## config.mk

```make
export PLATFORM = sky130hd
export DESIGN_NAME = wav_header_parser
export DESIGN_NICKNAME = d
export VERILOG_FILES = /design/src/rtl/whp_pkg.sv /design/src/rtl/whp_front.sv /design/src/rtl/whp_queue.sv /design/src/rtl/whp_back.sv /design/src/rtl/wav_header_parser.sv
export VERILOG_INCLUDE_DIRS = /design/src /design/src/rtl
export SDC_FILE = /design/constraint.sdc
export NUM_CORES = 2
export LEC_CHECK = 0
export ABC_AREA = 1
export ABC_CLOCK_PERIOD_IN_PS = 13400
export BUFFER_PORTS_ARGS = -buffer_cell sky130_fd_sc_hd__buf_2
export CAP_MARGIN = 40
export CELL_PAD_IN_SITES_DETAIL_PLACEMENT = 2
export CELL_PAD_IN_SITES_GLOBAL_PLACEMENT = 2
export CORE_MARGIN = 2
export CORE_UTILIZATION = 25
export CTS_BUF_LIST = sky130_fd_sc_hd__clkbuf_8
export DETAILED_ROUTE_END_ITERATION = 12
export PLACE_DENSITY = 0.67
export SLEW_MARGIN = 20
export SYNTH_ARGS = -nofsm -noshare
export SYNTH_HDL_FRONTEND = slang
export SYNTH_SLANG_ARGS = --single-unit
```

## constraint.sdc

```tcl
create_clock -name i_clk -period 13.4 [get_ports i_clk]
set_input_delay 1.34 -clock i_clk [delete_from_list [all_inputs] [get_ports i_clk]]
set_output_delay 1.34 -clock i_clk [all_outputs]
set_load 0.01 [all_outputs]
```

## src/rtl/wav_header_parser_defines.svh

```systemverilog
// ----------------------------------------------------------------------------
// wav_header_parser_defines
// assertion macros used by the result unit of the wav header parser
// ----------------------------------------------------------------------------
`ifndef WAV_HEADER_PARSER_DEFINES_SVH
`define WAV_HEADER_PARSER_DEFINES_SVH

// same-cycle implication
`define WHP_ASSERT_IMP(label, clk, rst_n, ante, cons) \
    label: assert property (@(posedge clk) disable iff (!rst_n) (ante) |-> (cons)) \
        else $error("wav header parser assertion failed");

// next-cycle implication
`define WHP_ASSERT_NXT(label, clk, rst_n, ante, cons) \
    label: assert property (@(posedge clk) disable iff (!rst_n) (ante) |=> (cons)) \
        else $error("wav header parser assertion failed");

`endif

```

## src/rtl/whp_pkg.sv

```systemverilog
// ----------------------------------------------------------------------------
// whp_pkg
// types and constants of the wav header parser
// ----------------------------------------------------------------------------
package whp_pkg;

    typedef enum logic [2:0] {
        PH_FILE_HDR,
        PH_CHUNK_HDR,
        PH_FMT_BODY,
        PH_SKIP,
        PH_DONE,
        PH_ERR_HDR,
        PH_ERR_FMT,
        PH_ERR_DATA
    } t_phase;

    typedef enum logic [1:0] {
        BK_IDLE,
        BK_MUL,
        BK_DIV,
        BK_OUT
    } t_back_state;

    localparam logic [2:0] ST_OK        = 3'd0;
    localparam logic [2:0] ST_BAD_HDR   = 3'd1;
    localparam logic [2:0] ST_SHORT_FMT = 3'd2;
    localparam logic [2:0] ST_MISSING   = 3'd3;
    localparam logic [2:0] ST_BAD_FMT   = 3'd4;

    localparam logic [31:0] TAG_FMT  = 32'h666D7420;
    localparam logic [31:0] TAG_DATA = 32'h64617461;

    typedef struct packed {
        logic [2:0]  status;
        logic [15:0] channel_count;
        logic [31:0] rate_hz;
        logic [15:0] sample_bits;
        logic [31:0] payload_offset;
        logic [31:0] payload_bytes;
    } t_job;

    function automatic logic [7:0] hdr_byte(input logic [3:0] idx);
        logic [7:0] b;
        case (idx)
            4'd0:    b = 8'h52;
            4'd1:    b = 8'h49;
            4'd2:    b = 8'h46;
            4'd3:    b = 8'h46;
            4'd8:    b = 8'h57;
            4'd9:    b = 8'h41;
            4'd10:   b = 8'h56;
            4'd11:   b = 8'h45;
            default: b = 8'h00;
        endcase
        return b;
    endfunction

endpackage

```

## src/rtl/whp_front.sv

```systemverilog
// ----------------------------------------------------------------------------
// whp_front
// byte parser: checks the riff header, walks chunks and queues one job per file
// ----------------------------------------------------------------------------
module whp_front import whp_pkg::*; (
    input  logic       i_clk,
    input  logic       i_rst_n,
    input  logic       i_valid,
    output logic       o_ready,
    input  logic [7:0] i_data_byte,
    input  logic       i_end_of_file,
    input  logic       i_q_full,
    output logic       o_push,
    output t_job       o_job
);

    t_phase      r_phase, n_phase;
    logic [31:0] r_pos, n_pos;
    logic [3:0]  r_idx, n_idx;
    logic [31:0] r_tag, n_tag;
    logic [31:0] r_len, n_len;
    logic [32:0] r_skip, n_skip;
    logic        r_hdr_ok, n_hdr_ok;
    logic        r_have, n_have;
    logic [15:0] r_ch, n_ch;
    logic [31:0] r_rate, n_rate;
    logic [15:0] r_bits, n_bits;

    logic        accept;
    logic [31:0] len_full;
    logic [32:0] skip_val;

    assign o_ready  = !i_q_full;
    assign accept   = i_valid && o_ready;
    assign len_full = r_len | ({24'd0, i_data_byte} << {r_idx[1:0], 3'b000});

    always_comb begin
        n_phase  = r_phase;
        n_pos    = r_pos;
        n_idx    = r_idx;
        n_tag    = r_tag;
        n_len    = r_len;
        n_skip   = r_skip;
        n_hdr_ok = r_hdr_ok;
        n_have   = r_have;
        n_ch     = r_ch;
        n_rate   = r_rate;
        n_bits   = r_bits;
        o_push   = 1'b0;
        o_job    = '0;
        skip_val = '0;
        if (accept) begin
            n_pos = r_pos + 32'd1;
            case (r_phase)
                PH_FILE_HDR: begin
                    if ((r_idx < 4'd4 || r_idx >= 4'd8) && i_data_byte != hdr_byte(r_idx)) begin
                        n_hdr_ok = 1'b0;
                    end
                    n_idx = r_idx + 4'd1;
                    if (r_idx == 4'd11) begin
                        n_idx   = '0;
                        n_phase = n_hdr_ok ? PH_CHUNK_HDR : PH_ERR_HDR;
                    end
                end
                PH_CHUNK_HDR: begin
                    if (r_idx < 4'd4) begin
                        n_tag = {r_tag[23:0], i_data_byte};
                    end else begin
                        n_len = len_full;
                    end
                    n_idx = r_idx + 4'd1;
                    if (r_idx == 4'd7) begin
                        n_idx = '0;
                        n_len = '0;
                        if (r_tag == TAG_FMT) begin
                            n_len   = len_full;
                            n_phase = (len_full < 32'd16) ? PH_ERR_FMT : PH_FMT_BODY;
                        end else if (r_tag == TAG_DATA) begin
                            if (!r_have || r_ch == 16'd0 || r_bits < 16'd8) begin
                                n_phase = PH_ERR_DATA;
                            end else begin
                                o_push               = 1'b1;
                                o_job.status         = ST_OK;
                                o_job.channel_count  = r_ch;
                                o_job.rate_hz        = r_rate;
                                o_job.sample_bits    = r_bits;
                                o_job.payload_offset = r_pos + 32'd1;
                                o_job.payload_bytes  = len_full;
                                n_phase              = PH_DONE;
                            end
                        end else begin
                            skip_val = {1'b0, len_full} + {32'd0, len_full[0]};
                            n_skip   = skip_val;
                            n_phase  = (skip_val == 33'd0) ? PH_CHUNK_HDR : PH_SKIP;
                        end
                    end
                end
                PH_FMT_BODY: begin
                    case (r_idx)
                        4'd2:    n_ch[7:0]     = i_data_byte;
                        4'd3:    n_ch[15:8]    = i_data_byte;
                        4'd4:    n_rate[7:0]   = i_data_byte;
                        4'd5:    n_rate[15:8]  = i_data_byte;
                        4'd6:    n_rate[23:16] = i_data_byte;
                        4'd7:    n_rate[31:24] = i_data_byte;
                        4'd14:   n_bits[7:0]   = i_data_byte;
                        4'd15:   n_bits[15:8]  = i_data_byte;
                        default: ;
                    endcase
                    if (r_idx == 4'd2) begin
                        n_ch[15:8] = '0;
                    end
                    if (r_idx == 4'd4) begin
                        n_rate[31:8] = '0;
                    end
                    if (r_idx == 4'd14) begin
                        n_bits[15:8] = '0;
                    end
                    n_idx = r_idx + 4'd1;
                    if (r_idx == 4'd15) begin
                        n_have   = 1'b1;
                        n_len    = '0;
                        n_idx    = '0;
                        skip_val = {1'b0, r_len} - 33'd16 + {32'd0, r_len[0]};
                        n_skip   = skip_val;
                        n_phase  = (skip_val == 33'd0) ? PH_CHUNK_HDR : PH_SKIP;
                    end
                end
                PH_SKIP: begin
                    n_skip = r_skip - 33'd1;
                    if (r_skip == 33'd1) begin
                        n_idx   = '0;
                        n_phase = PH_CHUNK_HDR;
                    end
                end
                default: ;
            endcase
            if (i_end_of_file) begin
                if (n_phase != PH_DONE) begin
                    o_push = 1'b1;
                    case (n_phase)
                        PH_FILE_HDR, PH_ERR_HDR:  o_job.status = ST_BAD_HDR;
                        PH_ERR_FMT, PH_FMT_BODY:  o_job.status = ST_SHORT_FMT;
                        PH_ERR_DATA:              o_job.status = n_have ? ST_BAD_FMT : ST_MISSING;
                        default:                  o_job.status = ST_MISSING;
                    endcase
                end
                n_phase  = PH_FILE_HDR;
                n_pos    = '0;
                n_idx    = '0;
                n_tag    = '0;
                n_len    = '0;
                n_skip   = '0;
                n_hdr_ok = 1'b1;
                n_have   = 1'b0;
                n_ch     = '0;
                n_rate   = '0;
                n_bits   = '0;
            end
        end
    end

    always_ff @(posedge i_clk) begin
        if (!i_rst_n) begin
            r_phase  <= PH_FILE_HDR;
            r_pos    <= '0;
            r_idx    <= '0;
            r_tag    <= '0;
            r_len    <= '0;
            r_skip   <= '0;
            r_hdr_ok <= 1'b1;
            r_have   <= 1'b0;
            r_ch     <= '0;
            r_rate   <= '0;
            r_bits   <= '0;
        end else begin
            r_phase  <= n_phase;
            r_pos    <= n_pos;
            r_idx    <= n_idx;
            r_tag    <= n_tag;
            r_len    <= n_len;
            r_skip   <= n_skip;
            r_hdr_ok <= n_hdr_ok;
            r_have   <= n_have;
            r_ch     <= n_ch;
            r_rate   <= n_rate;
            r_bits   <= n_bits;
        end
    end

endmodule

```

## src/rtl/whp_queue.sv

```systemverilog
// ----------------------------------------------------------------------------
// whp_queue
// two-entry job queue between the byte parser and the result unit
// ----------------------------------------------------------------------------
module whp_queue import whp_pkg::*; (
    input  logic i_clk,
    input  logic i_rst_n,
    input  logic i_push,
    input  t_job i_job,
    output logic o_full,
    input  logic i_pop,
    output logic o_valid,
    output t_job o_job
);

    t_job       r_mem [2];
    logic       r_wp;
    logic       r_rp;
    logic [1:0] r_cnt;

    assign o_full  = (r_cnt == 2'd2);
    assign o_valid = (r_cnt != 2'd0);
    assign o_job   = r_mem[r_rp];

    always_ff @(posedge i_clk) begin
        if (i_push) begin
            r_mem[r_wp] <= i_job;
        end
    end

    always_ff @(posedge i_clk) begin
        if (!i_rst_n) begin
            r_wp  <= 1'b0;
            r_rp  <= 1'b0;
            r_cnt <= '0;
        end else begin
            if (i_push) begin
                r_wp <= ~r_wp;
            end
            if (i_pop) begin
                r_rp <= ~r_rp;
            end
            r_cnt <= r_cnt + {1'b0, i_push} - {1'b0, i_pop};
        end
    end

endmodule

```

## src/rtl/whp_back.sv

```systemverilog
// ----------------------------------------------------------------------------
// whp_back
// result unit: frame size multiply, serial frame count divide, output register
// ----------------------------------------------------------------------------
`include "wav_header_parser_defines.svh"

module whp_back import whp_pkg::*; (
    input  logic        i_clk,
    input  logic        i_rst_n,
    input  logic        i_q_valid,
    input  t_job        i_q_job,
    output logic        o_pop,
    output logic        o_valid,
    input  logic        i_ready,
    output logic [2:0]  o_status,
    output logic [15:0] o_channel_count,
    output logic [31:0] o_rate_hz,
    output logic [15:0] o_sample_bits,
    output logic [31:0] o_payload_offset,
    output logic [31:0] o_payload_bytes,
    output logic [31:0] o_frame_count
);

    t_back_state r_state, n_state;
    t_job        r_out, n_out;
    logic [28:0] r_per, n_per;
    logic [28:0] r_rem, n_rem;
    logic [31:0] r_quo, n_quo;
    logic [4:0]  r_cnt, n_cnt;
    logic [29:0] trial;

    assign trial = {r_rem, r_quo[31]};

    always_comb begin
        n_state = r_state;
        n_out   = r_out;
        n_per   = r_per;
        n_rem   = r_rem;
        n_quo   = r_quo;
        n_cnt   = r_cnt;
        o_pop   = 1'b0;
        case (r_state)
            BK_IDLE: begin
                if (i_q_valid) begin
                    o_pop = 1'b1;
                    n_out = i_q_job;
                    n_quo = '0;
                    n_state = (i_q_job.status == ST_OK) ? BK_MUL : BK_OUT;
                end
            end
            BK_MUL: begin
                n_per   = 29'({13'd0, r_out.channel_count} * {16'd0, r_out.sample_bits[15:3]});
                n_quo   = r_out.payload_bytes;
                n_rem   = '0;
                n_cnt   = '0;
                n_state = BK_DIV;
            end
            BK_DIV: begin
                if (trial >= {1'b0, r_per}) begin
                    n_rem = 29'(trial - {1'b0, r_per});
                    n_quo = {r_quo[30:0], 1'b1};
                end else begin
                    n_rem = trial[28:0];
                    n_quo = {r_quo[30:0], 1'b0};
                end
                n_cnt = r_cnt + 5'd1;
                if (r_cnt == 5'd31) begin
                    n_state = BK_OUT;
                end
            end
            BK_OUT: begin
                if (i_ready) begin
                    n_state = BK_IDLE;
                end
            end
            default: n_state = BK_IDLE;
        endcase
    end

    always_ff @(posedge i_clk) begin
        if (!i_rst_n) begin
            r_state <= BK_IDLE;
        end else begin
            r_state <= n_state;
        end
    end

    always_ff @(posedge i_clk) begin
        r_out <= n_out;
        r_per <= n_per;
        r_rem <= n_rem;
        r_quo <= n_quo;
        r_cnt <= n_cnt;
    end

    assign o_valid          = (r_state == BK_OUT);
    assign o_status         = r_out.status;
    assign o_channel_count  = r_out.channel_count;
    assign o_rate_hz        = r_out.rate_hz;
    assign o_sample_bits    = r_out.sample_bits;
    assign o_payload_offset = r_out.payload_offset;
    assign o_payload_bytes  = r_out.payload_bytes;
    assign o_frame_count    = r_quo;

    `WHP_ASSERT_IMP(a_div_nonzero, i_clk, i_rst_n, r_state == BK_DIV, r_per != 29'd0)
    `WHP_ASSERT_NXT(a_div_ends, i_clk, i_rst_n, r_state == BK_DIV && r_cnt == 5'd31,
        r_state == BK_OUT)
    `WHP_ASSERT_IMP(a_err_zero, i_clk, i_rst_n, o_valid && o_status != ST_OK,
        o_frame_count == 32'd0 && o_payload_bytes == 32'd0 && o_channel_count == 16'd0)

endmodule

```

## src/rtl/wav_header_parser.sv

```systemverilog
// ----------------------------------------------------------------------------
// wav_header_parser
// streaming riff/wave header parser, one result per file
// ----------------------------------------------------------------------------
// input channel: i_valid/o_ready with i_data_byte and i_end_of_file, one file
// byte per transaction, the last byte of each file marked by i_end_of_file.
// output channel: o_valid/i_ready with status, format fields, payload offset,
// payload byte count and frame count; at most one transaction per file.
// the byte parser takes one byte per cycle while its two-entry job queue has
// room. an ok result is queued at the last byte of the data chunk header, an
// error result at the end_of_file byte; later bytes of a finished file are
// dropped until the end_of_file byte.
// an error job goes from the queue straight to the output register; an ok
// job first passes a multiply state for the frame size, then a radix-2
// serial divider for the frame count. the next job leaves the queue only
// once the result before it has been taken.
// when the receiver stalls the result holds in the output register, the queue
// fills and o_ready drops only once two more jobs are waiting.
// synchronous reset returns the parser to the start of a file and empties
// the queue and the output register.
// ----------------------------------------------------------------------------
module wav_header_parser import whp_pkg::*; (
    input  logic        i_clk,
    input  logic        i_rst_n,
    input  logic        i_valid,
    output logic        o_ready,
    input  logic [7:0]  i_data_byte,
    input  logic        i_end_of_file,
    output logic        o_valid,
    input  logic        i_ready,
    output logic [2:0]  o_status,
    output logic [15:0] o_channel_count,
    output logic [31:0] o_rate_hz,
    output logic [15:0] o_sample_bits,
    output logic [31:0] o_payload_offset,
    output logic [31:0] o_payload_bytes,
    output logic [31:0] o_frame_count
);

    logic q_full;
    logic q_push;
    logic q_pop;
    logic q_valid;
    t_job push_job;
    t_job head_job;

    whp_front u_front (
        .i_clk         (i_clk),
        .i_rst_n       (i_rst_n),
        .i_valid       (i_valid),
        .o_ready       (o_ready),
        .i_data_byte   (i_data_byte),
        .i_end_of_file (i_end_of_file),
        .i_q_full      (q_full),
        .o_push        (q_push),
        .o_job         (push_job)
    );

    whp_queue u_queue (
        .i_clk   (i_clk),
        .i_rst_n (i_rst_n),
        .i_push  (q_push),
        .i_job   (push_job),
        .o_full  (q_full),
        .i_pop   (q_pop),
        .o_valid (q_valid),
        .o_job   (head_job)
    );

    whp_back u_back (
        .i_clk            (i_clk),
        .i_rst_n          (i_rst_n),
        .i_q_valid        (q_valid),
        .i_q_job          (head_job),
        .o_pop            (q_pop),
        .o_valid          (o_valid),
        .i_ready          (i_ready),
        .o_status         (o_status),
        .o_channel_count  (o_channel_count),
        .o_rate_hz        (o_rate_hz),
        .o_sample_bits    (o_sample_bits),
        .o_payload_offset (o_payload_offset),
        .o_payload_bytes  (o_payload_bytes),
        .o_frame_count    (o_frame_count)
    );

endmodule

```

==> metrics.md <==
| Metric | Value |
|---|---|
| IO Count | `178` |
| Sequential standard cell area | `19000 µm²` |
| Row cnt | `144` |
| Initial DRT Pass Iterations | `5` |
| R2R setup slack | `7.11 ns` |
| Cell with the largest stage delay on the worst path | `edfxtp_1` |
| Remaining number of nets flagged by the antenna check after routing | `0` |
| Status | `completed` |
| Worst-skew pair later-pin latency | `0.87 ns` |
| Count of clock tree sinks | `703` |
| Via count of the first global-routing pass | `33300` |
| Max-slew violations | `0` |
| Synthesized area per cell | `9.35 µm²` |
| Share of the clock period used by the worst path after layout | `46.9%` |
| Wire length of the first global-routing pass | `205000 µm` |
| CP max stage delay | `0.80 ns` |
| Kind of critical path | `register to register` |
| Maximum operating frequency | `0.159 GHz` |
| Sequential area share after synthesis | `48.8%` |
| Unrepaired setup endpoints after global routing | `false` |
| Kind of launch point of the worst setup path | `register` |
| Endpoint of the worst hold-timing path | `u_front.r_rate[1]` |
| Wire length per cell | `20.4 µm` |
| Fraction of synthesized cell area taken by the top area cell type | `37.7%` |
| Hold Crit Class | `register to register` |
| Number of DRC violations after detailed routing | `0` |
| Number of setup buffers added after CTS | `0` |
| Async S/R FF share, synth | `0%` |
| Critical path's most frequent cell | `nand2_1` |
| Seq cells post-synth | `703` |
| Synth area leaders | `edfxtp_1, dfxtp_1, nand2_1` |
| Largest net degree at the start of global routing | `66` |
| Total track usage | `16.9%` |
| Yosys warns | `0` |
| Least-Margin Pin Slew | `0.839 ns` |
| Core area | `154000 µm²` |
| Share of layout cells above drive strength 1 | `14.7%` |
| Violation count after the first detailed-route iteration | `1318` |
| Total setup violations reported at the end of the flow | `0` |
| Resized Gates After CTS | `0` |
| Initial antenna violation count | `7` |
| Crit path DAT | `6.90 ns` |
| Routed vias | `30000` |
| Start of the worst register-to-register path | `u_back.o_sample_bits[6]` |
| Netlist cell types | `64` |
| Syn-to-layout area delta | `16.0%` |
| Min-Delay Path Depth | `2` |
| Max Cap Viol | `0` |
| Post-Syn Nets | `4449` |
| Number of flops mapped to enable cells by yosys | `488` |
| Area enclosed by the die boundary | `159000 µm²` |
| Gpl congestion | `0.844` |
| Post-synth design cell area | `38900 µm²` |
| Half-perimeter wire length of the detailed placement result | `98000 µm` |
| Clock Pin Slew Worst Setup and Hold Paths | `0.06 ns` |
| Final-report hold violation count | `0` |
| Worst-case setup margin in the final layout | `7.11 ns` |
| Detailed-route wire length | `133000 µm` |
| Combined area of the multi-input logic cells | `17000 µm²` |
| Overall die width | `398 µm` |
| Number of buffers inserted for hold repair after clock tree synthesis | `0` |
| Initial Utilization | `25.2%` |
| Number of buffer cells added on primary ports | `177` |
| Post-detailed-route via-to-cell ratio | `4.61` |
| Number of nets at the end of the flow | `4642` |
| Cell count after synthesis | `4160` |
| Worst Path Max Fanout | `17` |
| Final-layout setup total negative slack | `0 ns` |
| Fillcell total | `17300` |
| Critical hold path startpoint | `u_front.r_rate[1]` |
| Worst setup EP type | `register` |
| Headroom to the max-slew limit | `43.9%` |
| Worst-case reg-to-reg path depth | `24` |
| Critical Path, Cell by Cell | `nand2_1, fa_1, inv_1, fa_1, fa_1, inv_1, fa_1, fa_1, inv_1, ha_1, nand2_1, o211ai_1, nand3_1, nand2_1, nand3_1, nand2_1, nand3_1, nand2_1, nand2_1, nand2_1, a21oi_1, o21ai_0, a21oi_1, xor2_1` |
| FF-to-FF End | `u_back.r_per[27]` |
| Worst path required time | `14.01 ns` |
| Clock tree buffer depth | `3` |
| TritonCTS clock tree | `built` |
| Htree depth | `4` |
| Number of buffers created by CTS | `137` |
| Min Clock Period, post-route | `6.29 ns` |
| Worst slack at placement | `6.84 ns` |
| Chip Height | `398 µm` |
| Clock skew | `0.0633 ns` |
| Cell taking the most area after synthesis | `edfxtp_1` |
| Total overflow reported by the global router | `0` |
| Clock root buffer | `clkbuf_8` |
| Most used flip-flop cell after synthesis | `edfxtp_1` |
[cell usage after synthesis (all sizes together) (2+ instances only)]
cell type  instances
dfxtp            215
clkbuf           144
mux2i              2
o31ai             10
clkinv             3
o22ai              8
xor2              80
o221ai             5
a21boi             2
o21ai            144
o21a               3
nor3              43
nor4              24
fa               155
o41ai              2
mux2             129
buf               33
xnor2             26
a211oi            22
nand3            183
a21o               5
and2               2
nand4             54
edfxtp           488
and3               3
nand2            854
or2               22
a21oi            338
nand3b             3
o211ai            10
o21bai             3
ha               121
nor2             400
o311ai             2
a22oi              2
inv              599
a31oi             14
[metrics by stage]
stage / area [µm²] / cells / hold WS [ns] / utilization (%)
2_1_floorplan: 38900 / 4160 / 0.426 / -
3_3_place_gp: 41900 / 6236 / 0.431 / 27.2
3_5_place_dp: 42300 / 6253 / 0.445 / 27.4
4_1_cts: 45000 / 6505 / 0.458 / 29.2
5_1_grt: 45100 / 6512 / 0.483 / 29.2
6_report: 45100 / 6512 / 0.457 / 29.2
[layer usage]
metal,track usage (%),vias to the layer above,share of wire (%)
met2,28.1,427,48
met1,22.7,15400,47
met3,2.50,168,3.0
li1,-,14100,-
met5,0,-,0.0098
met4,4.72,2,2.1
[flip-flops by register name, summed over array words and instances, names as in the netlist, 2 cells and up, named ones only]
name	flops
u_queue.r_mem	262
u_back.r_rem	29
u_front.r_ch	16
u_front.r_pos	32
u_back.r_cnt	5
u_back.o_frame_count	32
u_front.r_rate	32
u_back.o_payload_bytes	32
u_front.r_len	32
u_back.o_channel_count	16
u_back.o_payload_offset	32
u_front.r_phase	3
u_front.r_idx	4
u_queue.r_cnt	2
u_front.r_skip	33
u_back.r_state	2
u_back.o_status	3
u_front.r_bits	16
u_back.o_sample_bits	16
u_back.r_per	29
u_front.r_tag	32
u_back.o_rate_hz	32
[cells in the final DEF, fill, tap and decap left out, types with 12 or more instances in the layout]
cell type | Yosys | layout
xor2_1 | 80 | 80
buf_4 | 1 | 34
fa_1 | 155 | 155
buf_2 | 17 | 177
nand4_1 | 54 | 54
ha_1 | 121 | 119
nor2_4 | 8 | 12
clkbuf_8 | 0 | 148
nor3_1 | 37 | 36
nand2_2 | 25 | 26
a211oi_1 | 22 | 22
clkinv_2 | 0 | 18
dfxtp_1 | 215 | 214
o21ai_0 | 135 | 135
nor4_1 | 22 | 22
mux2_2 | 129 | 129
nor2_2 | 16 | 16
a31oi_1 | 14 | 14
nand3_1 | 176 | 175
nand2_1 | 828 | 827
nor2_1 | 376 | 372
clkinv_1 | 1 | 22
inv_1 | 597 | 641
or2_2 | 22 | 22
edfxtp_1 | 488 | 488
a21oi_1 | 337 | 336
xnor2_1 | 26 | 26
[cells by family after synthesis]
| kind of cell | after synthesis | synth area share, % |
|---|---|---|
| multiplexers | 131 | 3.79 |
| flip-flops | 703 | 48.8 |
| buffers and inverters | 779 | 7.73 |
| AND/OR/NAND/NOR | 1592 | 17.5 |
| adder cells (fa/ha/maj) | 276 | 11.9 |
| AO/OA/AOI/OAI | 573 | 7.98 |
| XOR/XNOR | 106 | 2.39 |
[worst max-delay path: cells and delay by family (launching register included)]
family	cells	cell delay [ns]
xor+xnor	1	0.16
fa+ha+maj	6	2.96
simple gates	10	1.06
buf+inv	3	0.15
compound gates	4	0.92
flops	1	0.80
[area by class of cell]
| type | count | share of cell area, % |
|---|---|---|
| sequential | 703 | 42.0 |
| clock inverter | 104 | 1.49 |
| antenna | 2 | 0.0111 |
| timing repair buffer | 231 | 3.54 |
| clock buffer | 148 | 4.52 |
| multi-input combinational | 2678 | 37.7 |
| inverter | 602 | 5.04 |
| tap | 2044 | 5.67 |
[how the worst max path moves through the flow]
stage / start / end / slack (ns) / cells after the start
6_report: u_back.o_sample_bits[6] / u_back.r_per[27] / 7.11 / 24
5_1_grt: u_back.o_sample_bits[6] / u_back.r_per[25] / 6.63 / 25
4_1_cts: u_back.o_sample_bits[6] / u_back.r_per[27] / 7.07 / 24
3_5_place_dp: i_data_byte[1] / u_queue.r_mem[1][45] / 6.84 / 25
3_3_place_gp: i_data_byte[0] / u_queue.r_mem[1][44] / 6.75 / 24
2_1_floorplan: i_data_byte[1] / u_queue.r_mem[0][0] / 3.23 / 22
Power is not shown: default switching activity piles up to over one toggle a cycle in this logic, so the estimate is an artifact.
